--- src/mwkl_pkg.sv ---
// Shared constants, payload types and queue sizes for the mecanum wheel kinematics limiter.
package mwkl_pkg;

   localparam int NUM_WHEELS = 4;
   localparam int IN_W       = 15;
   localparam int OUT_W      = 17;
   localparam int MAG_W      = 16;
   localparam int LIMIT_W    = 16;
   localparam int PROD_W     = MAG_W + LIMIT_W;

   localparam logic [LIMIT_W-1:0] LIMIT_RESET = 16'd49152;

   // Wheel order on every wheel vector.
   localparam int WHEEL_FR = 0;
   localparam int WHEEL_FL = 1;
   localparam int WHEEL_RL = 2;
   localparam int WHEEL_RR = 3;

   // Decoupling queue between front and back; depths are powers of two.
   localparam int MID_DEPTH = 4;
   localparam int MID_PTR_W = $clog2(MID_DEPTH);
   localparam int MID_CNT_W = $clog2(MID_DEPTH + 1);

   // Result queue at the output of the back end.
   localparam int OUT_DEPTH = 2;
   localparam int OUT_PTR_W = $clog2(OUT_DEPTH);
   localparam int OUT_CNT_W = $clog2(OUT_DEPTH + 1);

   // Restoring divider: one quotient bit per step, several steps per stage.
   localparam int STEPS_PER_STAGE = 2;
   localparam int DIV_STAGES      = MAG_W / STEPS_PER_STAGE;

   typedef struct packed {
      logic [NUM_WHEELS-1:0]            neg;
      logic [NUM_WHEELS-1:0][MAG_W-1:0] mag;
      logic [LIMIT_W-1:0]               mult;
      logic [MAG_W-1:0]                 div;
      logic                             scaled;
   } cmd_type;

   typedef struct packed {
      logic [NUM_WHEELS-1:0]            neg;
      logic [NUM_WHEELS-1:0][MAG_W-1:0] rem;
      logic [NUM_WHEELS-1:0][MAG_W-1:0] dq;
      logic [MAG_W-1:0]                 div;
      logic                             scaled;
   } div_stage_type;

   typedef struct packed {
      logic [NUM_WHEELS-1:0][OUT_W-1:0] wheel;
      logic                             scaled;
   } rsp_type;

endpackage

--- src/mwkl_queue.sv ---
// Short command queue that decouples the front end from the back end.
module mwkl_queue (
   input  logic              clock,
   input  logic              reset,
   input  logic              push,
   input  mwkl_pkg::cmd_type push_data,
   output logic              full,
   input  logic              pop,
   output logic              empty,
   output mwkl_pkg::cmd_type pop_data
);
   import mwkl_pkg::*;

   cmd_type                entry_ff [MID_DEPTH];
   logic [MID_PTR_W-1:0]   wr_ptr_ff, wr_ptr_in;
   logic [MID_PTR_W-1:0]   rd_ptr_ff, rd_ptr_in;
   logic [MID_CNT_W-1:0]   count_ff, count_in;

   assign full     = (count_ff == MID_CNT_W'(MID_DEPTH));
   assign empty    = (count_ff == '0);
   assign pop_data = entry_ff[rd_ptr_ff];

   always_comb begin
      wr_ptr_in = push ? wr_ptr_ff + MID_PTR_W'(1) : wr_ptr_ff;
      rd_ptr_in = pop  ? rd_ptr_ff + MID_PTR_W'(1) : rd_ptr_ff;
      count_in  = count_ff;
      if (push && !pop) begin
         count_in = count_ff + MID_CNT_W'(1);
      end else if (pop && !push) begin
         count_in = count_ff - MID_CNT_W'(1);
      end
   end

   always_ff @(posedge clock) begin
      if (reset) begin
         wr_ptr_ff <= '0;
         rd_ptr_ff <= '0;
         count_ff  <= '0;
      end else begin
         wr_ptr_ff <= wr_ptr_in;
         rd_ptr_ff <= rd_ptr_in;
         count_ff  <= count_in;
      end
   end

   always_ff @(posedge clock) begin
      if (push) begin
         entry_ff[wr_ptr_ff] <= push_data;
      end
   end

endmodule

--- config.mk ---
export PLATFORM = sky130hd
export DESIGN_NAME = mwkl_queue
export DESIGN_NICKNAME = d
export VERILOG_FILES = /design/src/mwkl_pkg.sv /design/src/mwkl_queue.sv
export SDC_FILE = /design/constraint.sdc
export NUM_CORES = 1
export LEC_CHECK = 0
export ABC_AREA = 1
export CELL_PAD_IN_SITES_DETAIL_PLACEMENT = 1
export CELL_PAD_IN_SITES_GLOBAL_PLACEMENT = 2
export CORE_ASPECT_RATIO = 1.75
export CORE_MARGIN = 5
export CORE_UTILIZATION = 45
export DETAILED_ROUTE_END_ITERATION = 16
export DONT_BUFFER_PORTS = 1
export HOLD_SLACK_MARGIN = 0.06
export PLACE_DENSITY_LB_ADDON = 0.12
export SLEW_MARGIN = 15
export SYNTH_ARGS = -nofsm -noshare
export SYNTH_HDL_FRONTEND = slang
export SYNTH_SLANG_ARGS = --single-unit
--- constraint.sdc ---
create_clock -name clock -period 3.7 [get_ports clock]
set_input_delay 0 -clock clock [delete_from_list [all_inputs] [get_ports clock]]
set_output_delay 0 -clock clock [all_outputs]
set_load 0.01 [all_outputs]
==> run_summary.xml <==
<?xml version="1.0" encoding="UTF-8"?>
<metrics>
  <group name="run_status">
    <metric name="outcome" unit="">completed</metric>
  </group>
  <group name="sta">
    <metric name="finClkSkew" unit="ps">13.7</metric>
    <metric name="max_clock_freq" unit="GHz">0.419</metric>
    <metric name="report.final.slew_viol_count" unit="">0</metric>
    <metric name="setup_violations" unit="">0</metric>
    <metric name="timing.max_slew.rel_slack" unit="%">35.7</metric>
    <metric name="setup_slack" unit="ps">1310</metric>
    <metric name="post-route-period-util" unit="%">64.5</metric>
    <metric name="worst-slew-pin-transition" unit="ps">965</metric>
    <metric name="fin_tns_setup" unit="ps">0</metric>
    <metric name="finalHoldViolCount" unit="">0</metric>
    <metric name="post-route-min-period" unit="ps">2390</metric>
    <metric name="setup_repair_after_global_routing_missed_its_margin" unit="">no</metric>
  </group>
  <group name="critical_path">
    <metric name="worstPathRequired" unit="ps">3700</metric>
    <metric name="worstPathMaxFanout" unit="">80</metric>
    <metric name="slowest_cp_cell" unit="">buf_4</metric>
    <metric name="timing.critical_path.slowest_cell_delay" unit="ps">720</metric>
    <metric name="timing.critical_path.from_type" unit="">flop</metric>
    <metric name="arrival" unit="ps">2390</metric>
    <metric name="worst-setup-path-type" unit="">reg -&gt; out</metric>
    <metric name="cp_cell_sequence" unit="">buf_4, o21ai_0, o22ai_1</metric>
    <metric name="timing.critical_path.to_type" unit="">output pin</metric>
  </group>
  <group name="routing">
    <metric name="remaining_drc_errors" unit="">0</metric>
    <metric name="drt_first_pass_iters" unit="">4</metric>
    <metric name="first_iter_violations" unit="">445</metric>
    <metric name="route.vias.total" unit="">8877</metric>
    <metric name="route.antenna.remaining_nets" unit="">0</metric>
    <metric name="detail_route.wirelength" unit="um">37200</metric>
    <metric name="routed_wire_length_per_instance" unit="um">22.8</metric>
    <metric name="detail_route.vias_per_cell" unit="">5.45</metric>
  </group>
  <group name="hold_path">
    <metric name="hold_class" unit="">in -&gt; reg</metric>
  </group>
  <group name="clock_tree">
    <metric name="insertion_delay" unit="ps">530</metric>
    <metric name="clock-root-buffer" unit="">clkbuf_16</metric>
    <metric name="cts_max_path_buffers" unit="">3</metric>
    <metric name="cts_num_sinks" unit="">413</metric>
    <metric name="clock_tree.htree_level_count" unit="">2</metric>
    <metric name="postCtsSetupRepairBufs" unit="">0</metric>
    <metric name="total_clock_buffers_created_by_cts" unit="">38</metric>
    <metric name="cts_tree" unit="">yes</metric>
    <metric name="clk_pin_slew_worst_paths" unit="ps">70</metric>
  </group>
  <group name="yosys">
    <metric name="yosys_warnings" unit="">0</metric>
    <metric name="post_synth_num_cell_types" unit="">23</metric>
    <metric name="synth_seq_area_share" unit="%">75.9</metric>
    <metric name="ys_seq_elements" unit="">413</metric>
    <metric name="synthArstFlopShare" unit="%">0</metric>
    <metric name="synth_top_area_cell" unit="">edfxtp_1</metric>
    <metric name="synthDominantCellAreaShare" unit="%">74.8</metric>
    <metric name="syn-mean-instance-area" unit="um^2">15.7</metric>
    <metric name="synth_area" unit="um^2">16200</metric>
    <metric name="synth_enable_flop_cells" unit="">404</metric>
    <metric name="top_cells_by_area_synth" unit="">edfxtp_1, o22ai_2, o21ai_0, nor2_2, nor2_1</metric>
    <metric name="post_synthesis_cells" unit="">1035</metric>
    <metric name="synth_nets" unit="">1146</metric>
    <metric name="top_flip_flop_cell_by_instance_count_after_synthesis" unit="">edfxtp_1</metric>
  </group>
  <group name="place">
    <metric name="dp_hpwl" unit="um">21000</metric>
    <metric name="gp_routability_congestion" unit="">0.700</metric>
    <metric name="io_buffer_count" unit="">0</metric>
    <metric name="detailedPlace.worstSlack" unit="ps">1670</metric>
  </group>
  <group name="die">
    <metric name="fp.dieH" unit="um">261</metric>
    <metric name="core_region_area" unit="um^2">35800</metric>
    <metric name="dieArea" unit="um^2">40100</metric>
    <metric name="die_width" unit="um">153</metric>
    <metric name="pin_count" unit="">208</metric>
    <metric name="rows" unit="">92</metric>
    <metric name="initial_utilization" unit="%">45.3</metric>
  </group>
  <group name="layout">
    <metric name="finish.net_count" unit="">1241</metric>
    <metric name="final_common_cell" unit="">edfxtp_1</metric>
    <metric name="drive_gt1_share" unit="%">20.6</metric>
    <metric name="mostFrequentLayoutCells" unit="">edfxtp_1, nor2_1, o21ai_0</metric>
    <metric name="synthToLayoutAreaGrowth" unit="%">16.1</metric>
  </group>
  <group name="flow_run">
    <metric name="drv_cap" unit="">0</metric>
  </group>
  <group name="grt">
    <metric name="antenna_found_initial" unit="">1</metric>
    <metric name="grt_pass1_wl" unit="um">56400</metric>
    <metric name="first_global_vias" unit="">9458</metric>
    <metric name="overflow" unit="">0</metric>
    <metric name="grt_start_max_net_pins" unit="">123</metric>
    <metric name="grt_use_total" unit="%">18.1</metric>
  </group>
  <group name="pwr">
    <metric name="total_leakage_power" unit="nW">6.14</metric>
    <metric name="ir_worst_vdd" unit="mV">0.656</metric>
    <metric name="power_density_over_the_cells" unit="nW/um^2">552</metric>
    <metric name="fin_total_pwr" unit="mW">10.4</metric>
  </group>
</metrics>
kinds of logic (layout without fill, tap and decap cells):
family	count (synthesis)	in the layout	synth area share, %
AND/OR/NAND/NOR	221	221	6.39
AO/OA/AOI/OAI	311	311	13.5
other	0	1	0
adder cells (fa/ha/maj)	6	6	0.509
flip-flops	413	413	75.9
buffers and inverters	83	207	3.64
XOR/XNOR	1	1	0.0540
routing by layer:
layer / part of all wire, % / global-route usage [%] / vias to the layer above
met5: 0 / 0 / -
met1: 38 / 20.5 / 4571
met2: 55 / 34.0 / 168
met3: 4.8 / 4.02 / 49
li1: - / - / 4089
met4: 2.5 / 5.30 / 0
timing repair:
action,4_1_cts,5_1_grt
hold endpoints to repair,494,0
hold buffers,105,0
resized for setup,0,0
sequential cells by signal, summed over array words and instances, names as in the netlist, named ones only:
register   flops
count_ff       3
entry_ff     404
rd_ptr_ff      2
wr_ptr_ff      2
cell usage after synthesis, types with 5 or more instances:
cell type,count
ha_1,5
clkbuf_1,12
o21ai_1,82
buf_2,31
buf_12,9
nor2_1,128
o22ai_2,80
buf_6,11
nand2_1,9
dfxtp_1,9
edfxtp_1,404
inv_1,15
o22ai_1,21
nor2_2,80
o21ai_0,125
through the flow:
step           area [um^2]  std cells  hold WS, ps  utilization [%]
3_3_place_gp         16500       1455         74.2             46.1
3_5_place_dp         16500       1455         76.1             46.1
6_report             18800       1630         80.8             52.6
4_1_cts              18800       1629         88.7             52.6
5_1_grt              18800       1629          127             52.6
2_1_floorplan        16200       1035         72.4                -
final cells by class:
class / count / area [um^2]
sequential: 413 / 12300
multi-input combinational: 539 / 3310
fill: 3395 / 17000
clock buffer: 46 / 1040
clock inverter: 23 / 233
tap: 470 / 588
antenna: 1 / 2.50
inverter: 17 / 80.1
timing repair buffer: 121 / 1250
worst max-delay path, delay by kind of cell (launching register included):
kind	cells	cell delay [ps]
AO/OA/AOI/OAI	2	660
buffers and inverters	1	720
flip-flops	1	390
power by group:
part	switching, mW	leakage, nW	internal, mW
combinational	0.667	1.72	0.300
clock	1.65	0.632	2.36
sequential	0.0624	3.79	5.35
total	2.38	6.14	8.01
final timing paths:
kind	start	cells after the start	slack, ps	end
setup / recovery	flop	3	1310	pop_data[1]
hold / removal	push	2	80	entry_ff[2][39]
setup reg to reg	wr_ptr_ff[0]	5	1640	entry_ff[0][33]
hold reg to reg	rd_ptr_ff[1]	1	440	flop
(Power assumes the default switching activity.)
