--- src/mwkl_pkg.sv ---
// Shared constants, payload types and queue sizes for the mecanum wheel kinematics limiter.
package mwkl_pkg;

   localparam int NUM_WHEELS = 4;
   localparam int IN_W       = 15;
   localparam int OUT_W      = 17;
   localparam int MAG_W      = 16;
   localparam int LIMIT_W    = 16;
   localparam int PROD_W     = MAG_W + LIMIT_W;

   localparam logic [LIMIT_W-1:0] LIMIT_RESET = 16'd49152;

   // Wheel order on every wheel vector.
   localparam int WHEEL_FR = 0;
   localparam int WHEEL_FL = 1;
   localparam int WHEEL_RL = 2;
   localparam int WHEEL_RR = 3;

   // Decoupling queue between front and back; depths are powers of two.
   localparam int MID_DEPTH = 4;
   localparam int MID_PTR_W = $clog2(MID_DEPTH);
   localparam int MID_CNT_W = $clog2(MID_DEPTH + 1);

   // Result queue at the output of the back end.
   localparam int OUT_DEPTH = 2;
   localparam int OUT_PTR_W = $clog2(OUT_DEPTH);
   localparam int OUT_CNT_W = $clog2(OUT_DEPTH + 1);

   // Restoring divider: one quotient bit per step, several steps per stage.
   localparam int STEPS_PER_STAGE = 2;
   localparam int DIV_STAGES      = MAG_W / STEPS_PER_STAGE;

   typedef struct packed {
      logic [NUM_WHEELS-1:0]            neg;
      logic [NUM_WHEELS-1:0][MAG_W-1:0] mag;
      logic [LIMIT_W-1:0]               mult;
      logic [MAG_W-1:0]                 div;
      logic                             scaled;
   } cmd_type;

   typedef struct packed {
      logic [NUM_WHEELS-1:0]            neg;
      logic [NUM_WHEELS-1:0][MAG_W-1:0] rem;
      logic [NUM_WHEELS-1:0][MAG_W-1:0] dq;
      logic [MAG_W-1:0]                 div;
      logic                             scaled;
   } div_stage_type;

   typedef struct packed {
      logic [NUM_WHEELS-1:0][OUT_W-1:0] wheel;
      logic                             scaled;
   } rsp_type;

endpackage

--- src/mwkl_front.sv ---
// Front end: wheel mixing, magnitudes, peak search and scaling decision.
module mwkl_front (
   input  logic                            clock,
   input  logic                            reset,
   input  logic                            req_push,
   output logic                            req_full,
   input  logic signed [mwkl_pkg::IN_W-1:0] req_forward_speed,
   input  logic signed [mwkl_pkg::IN_W-1:0] req_side_speed,
   input  logic signed [mwkl_pkg::IN_W-1:0] req_turn_speed,
   input  logic [mwkl_pkg::LIMIT_W-1:0]    limit,
   input  logic                            q_full,
   output logic                            q_push,
   output mwkl_pkg::cmd_type               q_data
);
   import mwkl_pkg::*;

   logic                             adv;
   logic signed [OUT_W-1:0]          vx;
   logic signed [OUT_W-1:0]          vy;
   logic signed [OUT_W-1:0]          vw;
   logic signed [OUT_W-1:0]          wheel [NUM_WHEELS];
   logic                             s1_valid_ff, s1_valid_in;
   logic [NUM_WHEELS-1:0]            s1_neg_ff, s1_neg_in;
   logic [NUM_WHEELS-1:0][MAG_W-1:0] s1_mag_ff, s1_mag_in;
   logic [MAG_W-1:0]                 peak_lo, peak_hi, peak;
   logic                             s2_valid_ff, s2_valid_in;
   cmd_type                          s2_cmd_ff, s2_cmd_in;

   assign vx = OUT_W'(req_forward_speed);
   assign vy = OUT_W'(req_side_speed);
   assign vw = OUT_W'(req_turn_speed);

   assign wheel[WHEEL_FR] = -vx - vy - vw;
   assign wheel[WHEEL_FL] =  vx - vy - vw;
   assign wheel[WHEEL_RL] =  vx + vy - vw;
   assign wheel[WHEEL_RR] = -vx + vy - vw;

   // The whole front moves together; it holds only when its last stage cannot transfer.
   assign adv      = !(s2_valid_ff && q_full);
   assign req_full = !adv;

   always_comb begin
      s1_valid_in = req_push;
      for (int w = 0; w < NUM_WHEELS; w++) begin
         s1_neg_in[w] = wheel[w][OUT_W-1];
         s1_mag_in[w] = wheel[w][OUT_W-1] ? MAG_W'(-wheel[w]) : MAG_W'(wheel[w]);
      end
   end

   always_comb begin
      peak_lo = (s1_mag_ff[0] > s1_mag_ff[1]) ? s1_mag_ff[0] : s1_mag_ff[1];
      peak_hi = (s1_mag_ff[2] > s1_mag_ff[3]) ? s1_mag_ff[2] : s1_mag_ff[3];
      peak    = (peak_lo > peak_hi) ? peak_lo : peak_hi;
      s2_valid_in      = s1_valid_ff;
      s2_cmd_in.neg    = s1_neg_ff;
      s2_cmd_in.mag    = s1_mag_ff;
      s2_cmd_in.scaled = peak > limit;
      // Unscaled wheels go through the same divider as mag * peak / peak.
      s2_cmd_in.mult   = s2_cmd_in.scaled ? limit : peak;
      // An all-zero command divides zero by one.
      s2_cmd_in.div    = (peak == '0) ? MAG_W'(1) : peak;
   end

   always_ff @(posedge clock) begin
      if (reset) begin
         s1_valid_ff <= 1'b0;
         s2_valid_ff <= 1'b0;
      end else if (adv) begin
         s1_valid_ff <= s1_valid_in;
         s2_valid_ff <= s2_valid_in;
      end
   end

   always_ff @(posedge clock) begin
      if (adv) begin
         s1_neg_ff <= s1_neg_in;
         s1_mag_ff <= s1_mag_in;
         s2_cmd_ff <= s2_cmd_in;
      end
   end

   assign q_push = s2_valid_ff && !q_full;
   assign q_data = s2_cmd_ff;

endmodule

--- config.mk ---
export PLATFORM = sky130hd
export DESIGN_NAME = mwkl_front
export DESIGN_NICKNAME = d
export VERILOG_FILES = /design/src/mwkl_pkg.sv /design/src/mwkl_front.sv
export SDC_FILE = /design/constraint.sdc
export NUM_CORES = 1
export LEC_CHECK = 0
export BUFFER_PORTS_ARGS = -buffer_cell sky130_fd_sc_hd__clkbuf_2
export CORE_ASPECT_RATIO = 1.4
export CORE_MARGIN = 1
export CORE_UTILIZATION = 39
export CTS_CLUSTER_DIAMETER = 200
export DETAILED_ROUTE_END_ITERATION = 8
export PLACE_DENSITY = 0.64
export SYNTH_ARGS = -nofsm -noshare
export SYNTH_HDL_FRONTEND = slang
export SYNTH_SLANG_ARGS = --single-unit
--- constraint.sdc ---
create_clock -name clock -period 7.6 [get_ports clock]
set_input_delay 1.9 -clock clock [delete_from_list [all_inputs] [get_ports clock]]
set_output_delay 1.9 -clock clock [all_outputs]
set_load 0.03 [all_outputs]
==> impl_metrics.toml, run 1 <==
[outcome]
status = "finished clean"

[yosys]
synthDominantCellAreaShare_pct = 36.6
syn-num-nets = 1563
synth-main-ff-cell = "edfxtp_1"
synth.distinct_cells = 70
synth_area_leader_cell = "edfxtp_1"
ys_ff_latch = 167
synth_commonest_cells = "inv_1, edfxtp_1, ha_1"
syn-instance-count = 1299
ys_seq_area_share_pct = 36.9
synth_area_um2 = 13500
synth_enable_flop_cells = 165
avgSynthCellArea_um2 = 10.4
synth.most_common_cell = "inv_1"
async_flop_share_pct = 0
ys_warn_count = 0
netlist_top_cells_area = "edfxtp_1, ha_1, fa_1"

[critical_path]
worstPathMaxFanout = 17
r2r_slack_ps = 690
worstPathRequired_ps = 7780
slowest_delay_ps = 480
worstSetupEndpointType = "register"
crit_type = "register to register"
cp.arrival_ps = 7090
cp-start-kind = "register"
slowest_stage = "edfxtp_1"

[floorplan]
coreArea_um2 = 34100
fp.dieW_um = 159
start_util_pct = 39.6
die_h_um = 222
ioPinCount = 168
rows = 80
die_area_um2 = 35400

[global_routing]
grt.overflow.total = 0
antenna_found_initial = 0
grt_max_degree = 89
grt_usage_pct = 19.3
grt_pass1_wl_mm = 52.5
grt_pass1_vias = 10000

[placement]
place_inst = 1909
place_congestion = 0.893
dp_hpwl_mm = 28.8
port-buffer-count = 167
postPlaceCellArea_um2 = 14900

[cells_and_area]
drive_gt1_share_pct = 15.9
nFillCells = 3228
fin_area_um2 = 15500
fin_nets = 1741
n_antenna_cell = 0
finalNonFillerCells = 1941
syn_to_final_growth_pct = 14.7

[run]
drv_cap = 0

[timing]
hold_viol_final = 0
final_max_slew_viol_count = 0
fin_skew_ps = 10.3
final.min_clock_period_ps = 6910
setup_viol = 0
fmax_ghz = 0.145
whs_ps = 419
rsz0062_at_grt = "no"
max_slew_margin_pct = 24.0
fin_tns_setup_ps = 0
finalCritPeriodShare_pct = 90.9
worstMarginPinSlew_ps = 1130

[detailed_routing]
drt_iter0_markers = 489
routed_wl_mm = 33.5
antenna_left = 0
drc_errors = 0
vias = 9900
first_pass_iters = 5
wl_per_cell_um = 17.3
vias_per_cell = 5.10

[cts]
h-tree-depth = 4
clk_pin_slew_worst_paths_ps = 70
cts_tree = "built"
cts_resized = 0
postCtsSetupBuffers = 0
cts_buffer_depth = 2
cts-buffers-inserted = 17
clock-root-buffer = "clkbuf_16"
postCtsHoldBufs = 0
numClockSinks = 167
clk_latency_ps = 430

[power]
clkPwrFrac_pct = 10.2
power_frac_comb_pct = 64.2
power_density_nw_per_um2 = 519
power_frac_seq_pct = 25.7
internal-power_mw = 4.31
switching_share_pct = 46.5
fin_total_pwr_mw = 8.06
ir_drop_mv = 0.413
p_switching_mw = 3.74
power.leakage_nw = 7.26

[worst_hold_path]
hold_class = "register to register"
==> final timing paths <==
path	start	to	depth (start not counted)
max	s1_mag_ff[5]$_DFFE_PN_	q_data[27]$_DFFE_PN_	29
min	s1_neg_ff[2]$_DFFE_PN_	q_data[99]$_DFFE_PN_	0
max reg2reg	s1_mag_ff[5]$_DFFE_PN_	q_data[27]$_DFFE_PN_	29
min reg2reg	s1_neg_ff[2]$_DFFE_PN_	q_data[99]$_DFFE_PN_	0
==> cells in the final DEF (no fill, tap or decap), drive strengths merged, types with 14 or more instances in the layout <==
cell    instances
a21o           22
a21oi          64
clkbuf        184
edfxtp        165
fa             61
ha            138
inv           217
mux2           18
mux2i          60
nand2          67
nand3          16
nor2           77
nor2b          23
nor3           30
o21a           14
o21ai          40
xnor2          86
xor2           34
==> critical path, delay by kind of cell, from the launching register on <==
| kind | cells | cell delay [ps] |
|---|---|---|
| fa+ha+maj | 3 | 990 |
| flops | 1 | 480 |
| compound gates | 17 | 2940 |
| mux | 3 | 1050 |
| buf+inv | 3 | 690 |
| simple gates | 3 | 500 |
==> sequential cells by signal, indices dropped and copies added, names as in the netlist <==
register	flops
s2_valid_ff	1
s1_neg_ff	4
q_data	99
s1_mag_ff	62
s1_valid_ff	1
==> power groups by stage <==
stage          Sequential (mW)  Clock (mW)  Combinational (mW)
6_report                  2.07       0.819                5.17
5_1_grt                   2.12       0.870                5.68
4_1_cts                   2.08       0.834                5.18
3_5_place_dp              2.09           0                5.15
3_3_place_gp              2.08           0                5.04
2_1_floorplan             2.52           0                3.29
==> final cells by class <==
type,count,area [um^2],area share [%]
multi-input cells,905,7700,49.6
flip-flops and latches,167,4990,32.2
clock buffers,17,425,2.74
inverters,212,796,5.13
well taps,451,564,3.64
clock inverters,15,144,0.927
repair buffers,174,888,5.73
==> metrics by stage <==
step / setup WS (ps) / utilization, %
6_report: 694 / 45.5
5_1_grt: 234 / 45.5
4_1_cts: 733 / 45.5
3_5_place_dp: 524 / 43.8
3_3_place_gp: 648 / 43.8
2_1_floorplan: 501 / -
==> per-layer routing <==
layer | vias to the layer above | routed length (um) | GRT usage, %
met4 | 0 | 1780 | 11.2
met3 | 77 | 1230 | 2.67
li1 | 4868 | - | -
met1 | 4677 | 13800 | 21.8
met2 | 278 | 16700 | 34.7
met5 | - | 0 | 0
==> logic make-up (layout without fill, tap and decap cells) <==
kind of cell | after synthesis | count (layout) | synth area share (%)
xor+xnor | 120 | 120 | 7.77
buf+inv | 227 | 418 | 6.37
fa+ha+maj | 199 | 199 | 21.8
compound gates | 225 | 225 | 10.9
simple gates | 283 | 283 | 10.3
flops | 167 | 167 | 36.9
mux | 78 | 78 | 5.97
Power figures use the tool's default switching activity.
==> run 2, diff against run 1 <==
Settings changed: ABC_AREA set to 1, PLACE_DENSITY 0.64 to 0.63.
==> impl_metrics.toml, run 2 <==
[critical_path]
critical_path.top_delay_family = "simple AND/OR/NAND/NOR gates"
cp-start-kind = "register"
slowest_stage = "a21oi_2"
cp_common_cell = "nand2_1"
worstPathRequired_ps = 7790
cp.arrival_ps = 6070
rr_worst_depth = 28
regToRegStartpoint = "s1_mag_ff[10]$_DFFE_PN_"
crit_type = "register to register"
worstSetupEndpointType = "register"
slowest_delay_ps = 580
crit_buf_inv = 4
worstPathMaxFanout = 25
regToRegEndpoint = "q_data[29]$_DFFE_PN_"
r2r_slack_ps = 1720

[placement]
place_congestion = 0.948
dp_hpwl_mm = 33.0
port-buffer-count = 167

[detailed_routing]
drc_errors = 0
met1Wirelength_mm = 15.3
vias = 11600
routed_wl_mm = 38.3
wl_met3_mm = 1.04
wl_per_cell_um = 16.3
wl_met2_mm = 20.0
topRoutingLayerUsed = "met4"
first_pass_iters = 7
drt_iter0_markers = 542
antenna_left = 0
vias_per_cell = 4.95

[cts]
postCtsSetupBuffers = 0
cts-buffers-inserted = 17
h-tree-depth = 4
cts_tree = "built"
cts_buffer_depth = 2
clk_latency_ps = 450
cts_resized = 0
clock-root-buffer = "clkbuf_16"
clk_pin_slew_worst_paths_ps = 70
numClockSinks = 167
postCtsHoldBufs = 0

[yosys]
syn-instance-count = 1700
synth-main-ff-cell = "edfxtp_1"
ys_seq_area_share_pct = 34.6
synth_area_leader_cell = "edfxtp_1"
async_flop_share_pct = 0
avgSynthCellArea_um2 = 8.49
syn-num-nets = 1964
synth_area_um2 = 14400
synth_enable_flop_cells = 165
synth.most_common_cell = "nand2_1"
ys_warn_count = 0
synth_commonest_cells = "nand2_1, inv_1, edfxtp_1"
synth.distinct_cells = 54
netlist_top_cells_area = "edfxtp_1, ha_1, nand2_1"
ys_ff_latch = 167
synthDominantCellAreaShare_pct = 34.3

[run]
drv_cap = 0

[cells_and_area]
syn_to_final_growth_pct = 13.4
drive_gt1_share_pct = 13.5
largest_register_ffs = 99
final_common_cell = "nand2_1"
n_antenna_cell = 0
nFillCells = 3637
utilization_pct = 44.8
fin_nets = 2133
final_cell_mix = "nand2_1, inv_1, clkbuf_2"

[floorplan]
rows = 83
start_util_pct = 39.5
coreArea_um2 = 36600
fp.dieW_um = 165
die_h_um = 230
die_area_um2 = 37800
ioPinCount = 168

[global_routing]
antenna_found_initial = 0
grt_pass1_vias = 11600
grt_usage_pct = 20.8
grt.overflow.total = 0
grt_pass1_wl_mm = 60.2
grt_max_degree = 105

[timing]
fin_skew_ps = 17.9
max_slew_margin_pct = 45.8
finalCritPeriodShare_pct = 77.4
fin_tns_setup_ps = 0
worstMarginPinSlew_ps = 814
fmax_ghz = 0.170
hold_viol_final = 0
final_max_slew_viol_count = 0
setup_viol = 0
rsz0062_at_grt = "no"
final.min_clock_period_ps = 5880

[worst_hold_path]
holdPathEnd = "q_data[98]$_DFFE_PN_"
hold_depth = 0
hold_class = "register to register"
min_from = "s1_neg_ff[1]$_DFFE_PN_"

[outcome]
status = "finished clean"
-- run 2: how the worst max path moves through the flow --
stage	from	to	slack, ps	depth (start not counted)
after CTS	s1_mag_ff[10]$_DFFE_PN_	q_data[32]$_DFFE_PN_	1710	28
after global routing	s1_mag_ff[10]$_DFFE_PN_	q_data[24]$_DFFE_PN_	1100	29
after detailed placement	req_forward_speed[1]	s1_mag_ff[7]$_DFFE_PN_	1430	19
final	s1_mag_ff[10]$_DFFE_PN_	q_data[29]$_DFFE_PN_	1720	28
after floorplan	q_full	req_full	1130	2
after global placement	req_forward_speed[1]	s1_mag_ff[9]$_DFFE_PN_	1560	19
-- run 2: metal layers --
| metal | track usage (%) | up-vias |
|---|---|---|
| met5 | 0 | - |
| met4 | 11.0 | 0 |
| met3 | 2.46 | 74 |
| met2 | 38.4 | 249 |
| met1 | 22.9 | 5442 |
| li1 | - | 5873 |
-- run 2: final cells by class --
class                           instances  area, um^2  area share (%)
Inverter                              294        1100            6.74
Clock buffer                           17         425            2.60
Timing Repair Buffer                  171         866            5.29
Clock inverter                         15         196            1.20
Sequential cell                       167        4990            30.5
Tap cell                              467         584            3.57
Multi-Input combinational cell       1218        8200            50.1
-- run 2: stage by stage --
step / cells / hold WS (ps) / cell area (um^2) / setup slack, ps
global route: 2349 / 439 / 16400 / 1100
CTS: 2349 / 425 / 16400 / 1710
detailed placement: 2317 / 408 / 15700 / 1430
finish: 2349 / 423 / 16400 / 1720
global placement: 2317 / 406 / 15700 / 1560
floorplan: 1700 / 400 / 14400 / 1130
-- run 2: cells by family after synthesis --
logic type / Yosys count / synth area share [%]
simple gates: 737 / 22.8
buf+inv: 315 / 8.71
fa+ha+maj: 199 / 20.4
compound gates: 191 / 7.47
flops: 167 / 34.6
xor+xnor: 91 / 5.97
Power of run 2 is not shown: default switching activity piles up to over one toggle a cycle in this logic, so the estimate is an artifact.
==> run 3, diff against run 2 <==
Settings changed: ABC_AREA 1 to 0, PLACE_DENSITY 0.63 to 0.64.
Clock period 7.6 ns to 5.25 ns, I/O delays scaled along.
==> impl_metrics.toml, run 3 (same netlist as run 1, synthesis figures left out) <==
[outcome]
status = "complete, but fails checks"
violations = "negative setup slack"

[power]
ir_drop_mv = 0.672
p_switching_mw = 6.30
switching_share_pct = 41.8
power.leakage_nw = 8.89
internal-power_mw = 8.78
power_density_nw_per_um2 = 820
power_frac_seq_pct = 19.1
clkPwrFrac_pct = 8.3
power_frac_comb_pct = 72.6

[cts]
h-tree-depth = 4
clock-root-buffer = "clkbuf_16"
numClockSinks = 167
cts_buffer_depth = 2
clk_latency_ps = 430
clk_pin_slew_worst_paths_ps = 70
postCtsHoldBufs = 0
cts_tree = "built"
cts-buffers-inserted = 17

[timing]
rsz0062_at_grt = "yes"
fmax_ghz = 0.170
worstMarginPinSlew_ps = 721
final.min_clock_period_ps = 5870
whs_ps = 422
setup_viol = 17
setup_ws_ps = -624
max_slew_margin_pct = 51.9
hold_viol_final = 0
fin_skew_ps = 7.81
final_max_slew_viol_count = 0
finalCritPeriodShare_pct = 112

[floorplan]
ioPinCount = 168
rows = 80
coreArea_um2 = 34100
die_area_um2 = 35400
start_util_pct = 39.6
die_h_um = 222
fp.dieW_um = 159

[critical_path]
cp_common_cell = "o21a_1"
worstSetupEndpointType = "register"
slowest_delay_ps = 410
crit_type = "register to register"
worstPathMaxFanout = 8
cp.arrival_ps = 6060
regToRegEndpoint = "q_data[28]$_DFFE_PN_"
regToRegStartpoint = "s1_mag_ff[15]$_DFFE_PN_"
cp-start-kind = "register"
slowest_stage = "edfxtp_1"
worstPathRequired_ps = 5430
rr_worst_depth = 29
r2r_slack_ps = -620

[cells_and_area]
nFillCells = 2985
n_antenna_cell = 0
final_cell_mix = "buf_4, inv_1, clkbuf_2"
drive_gt1_share_pct = 33.7
largest_register_ffs = 99
final_common_cell = "buf_4"
syn_to_final_growth_pct = 35.9
fin_nets = 2051
utilization_pct = 53.9

[run]
drv_cap = 0

[placement]
port-buffer-count = 167
dp_hpwl_mm = 31.3
place_congestion = 0.937

[detailed_routing]
vias_per_cell = 4.93
drt_iter0_markers = 503
routed_wl_mm = 36.3
antenna_left = 0
first_pass_iters = 7
drc_errors = 0
vias = 11100
wl_per_cell_um = 16.1

[global_routing]
grt_pass1_vias = 11500
grt_pass1_wl_mm = 57.0
grt_usage_pct = 20.8
grt_max_degree = 60
grt.overflow.total = 0
antenna_found_initial = 0

[worst_hold_path]
holdPathEnd = "q_data[100]$_DFFE_PN_"
hold_depth = 0
min_from = "s1_neg_ff[3]$_DFFE_PN_"
hold_class = "register to register"
==> run 3: cell count changes in the layout (fill, tap and decap cells not counted), sizes merged, moves of 48 or more <==
cell / change
inv: -78
nand2: -335
a21oi: -48
buf: +314
mux2i: +60
xnor2: +53
nand3: -123
==> run 3: layer usage <==
layer  track usage [%]  vias up  part of all wire (%)
met4              10.3        0                   4.1
met3              2.59       74                   3.3
met1              21.8     5258                    38
li1                  -     5479                     -
met5                 0        -                     0
met2              40.2      280                    54
==> run 3: area by class of cell <==
| class | count | area (um^2) | share of cell area (%) |
|---|---|---|---|
| multi-input combinational | 905 | 8150 | 44.3 |
| sequential | 167 | 4990 | 27.2 |
| timing repair buffer | 484 | 3280 | 17.8 |
| inverter | 212 | 796 | 4.33 |
| tap | 451 | 564 | 3.07 |
| clock buffer | 17 | 425 | 2.31 |
| clock inverter | 15 | 175 | 0.953 |
==> run 3: stage by stage <==
step	setup TNS (ps)	cells	worst slack (ps)	power, mW	instance area, um^2
6_report	-10080	2251	-624	15.1	18400
5_1_grt	-14570	2251	-884	16.1	18400
4_1_cts	-9540	2244	-583	14.9	18200
3_5_place_dp	-20500	2204	-798	13.0	17300
3_3_place_gp	-16900	2204	-612	12.7	17300
2_1_floorplan	-7380	1299	-573	8.75	13700
==> run 3: worst max-delay path: cells and delay by family (launching register included) <==
kind                       cells  cell delay, ps
AOI/OAI and AO/OA             15            2410
adders and majority gates      3             820
buffers and inverters          3             470
DFF                            1             410
muxes                          3             770
and+or+nand+nor                5             740
==> run 3: power groups by stage <==
stage | registers, mW | clock network (mW) | logic, mW
finish | 2.87 | 1.25 | 10.9
global route | 2.95 | 1.32 | 11.8
CTS | 2.88 | 1.28 | 10.8
detailed placement | 2.91 | 0 | 10.1
global placement | 2.89 | 0 | 9.82
floorplan | 3.66 | 0 | 5.09
==> run 3: how the worst max path moves through the flow <==
stage / start / to / slack [ps] / cells after the start
6_report: s1_mag_ff[15]$_DFFE_PN_ / q_data[28]$_DFFE_PN_ / -620 / 29
5_1_grt: s1_mag_ff[15]$_DFFE_PN_ / q_data[30]$_DFFE_PN_ / -880 / 31
4_1_cts: s1_mag_ff[44]$_DFFE_PN_ / q_data[29]$_DFFE_PN_ / -580 / 29
3_5_place_dp: s1_mag_ff[49]$_DFFE_PN_ / q_data[25]$_DFFE_PN_ / -800 / 29
3_3_place_gp: s1_mag_ff[15]$_DFFE_PN_ / q_data[28]$_DFFE_PN_ / -610 / 27
2_1_floorplan: s1_mag_ff[1]$_DFFE_PN_ / q_data[26]$_DFFE_PN_ / -570 / 31
==> run 3: what timing repair did <==
action | 4_1_cts | 5_1_grt
gates resized for setup | 35 | 36
setup endpoints to repair | 18 | 30
buffers inserted | 8 | 8
pin swaps | 18 | 22
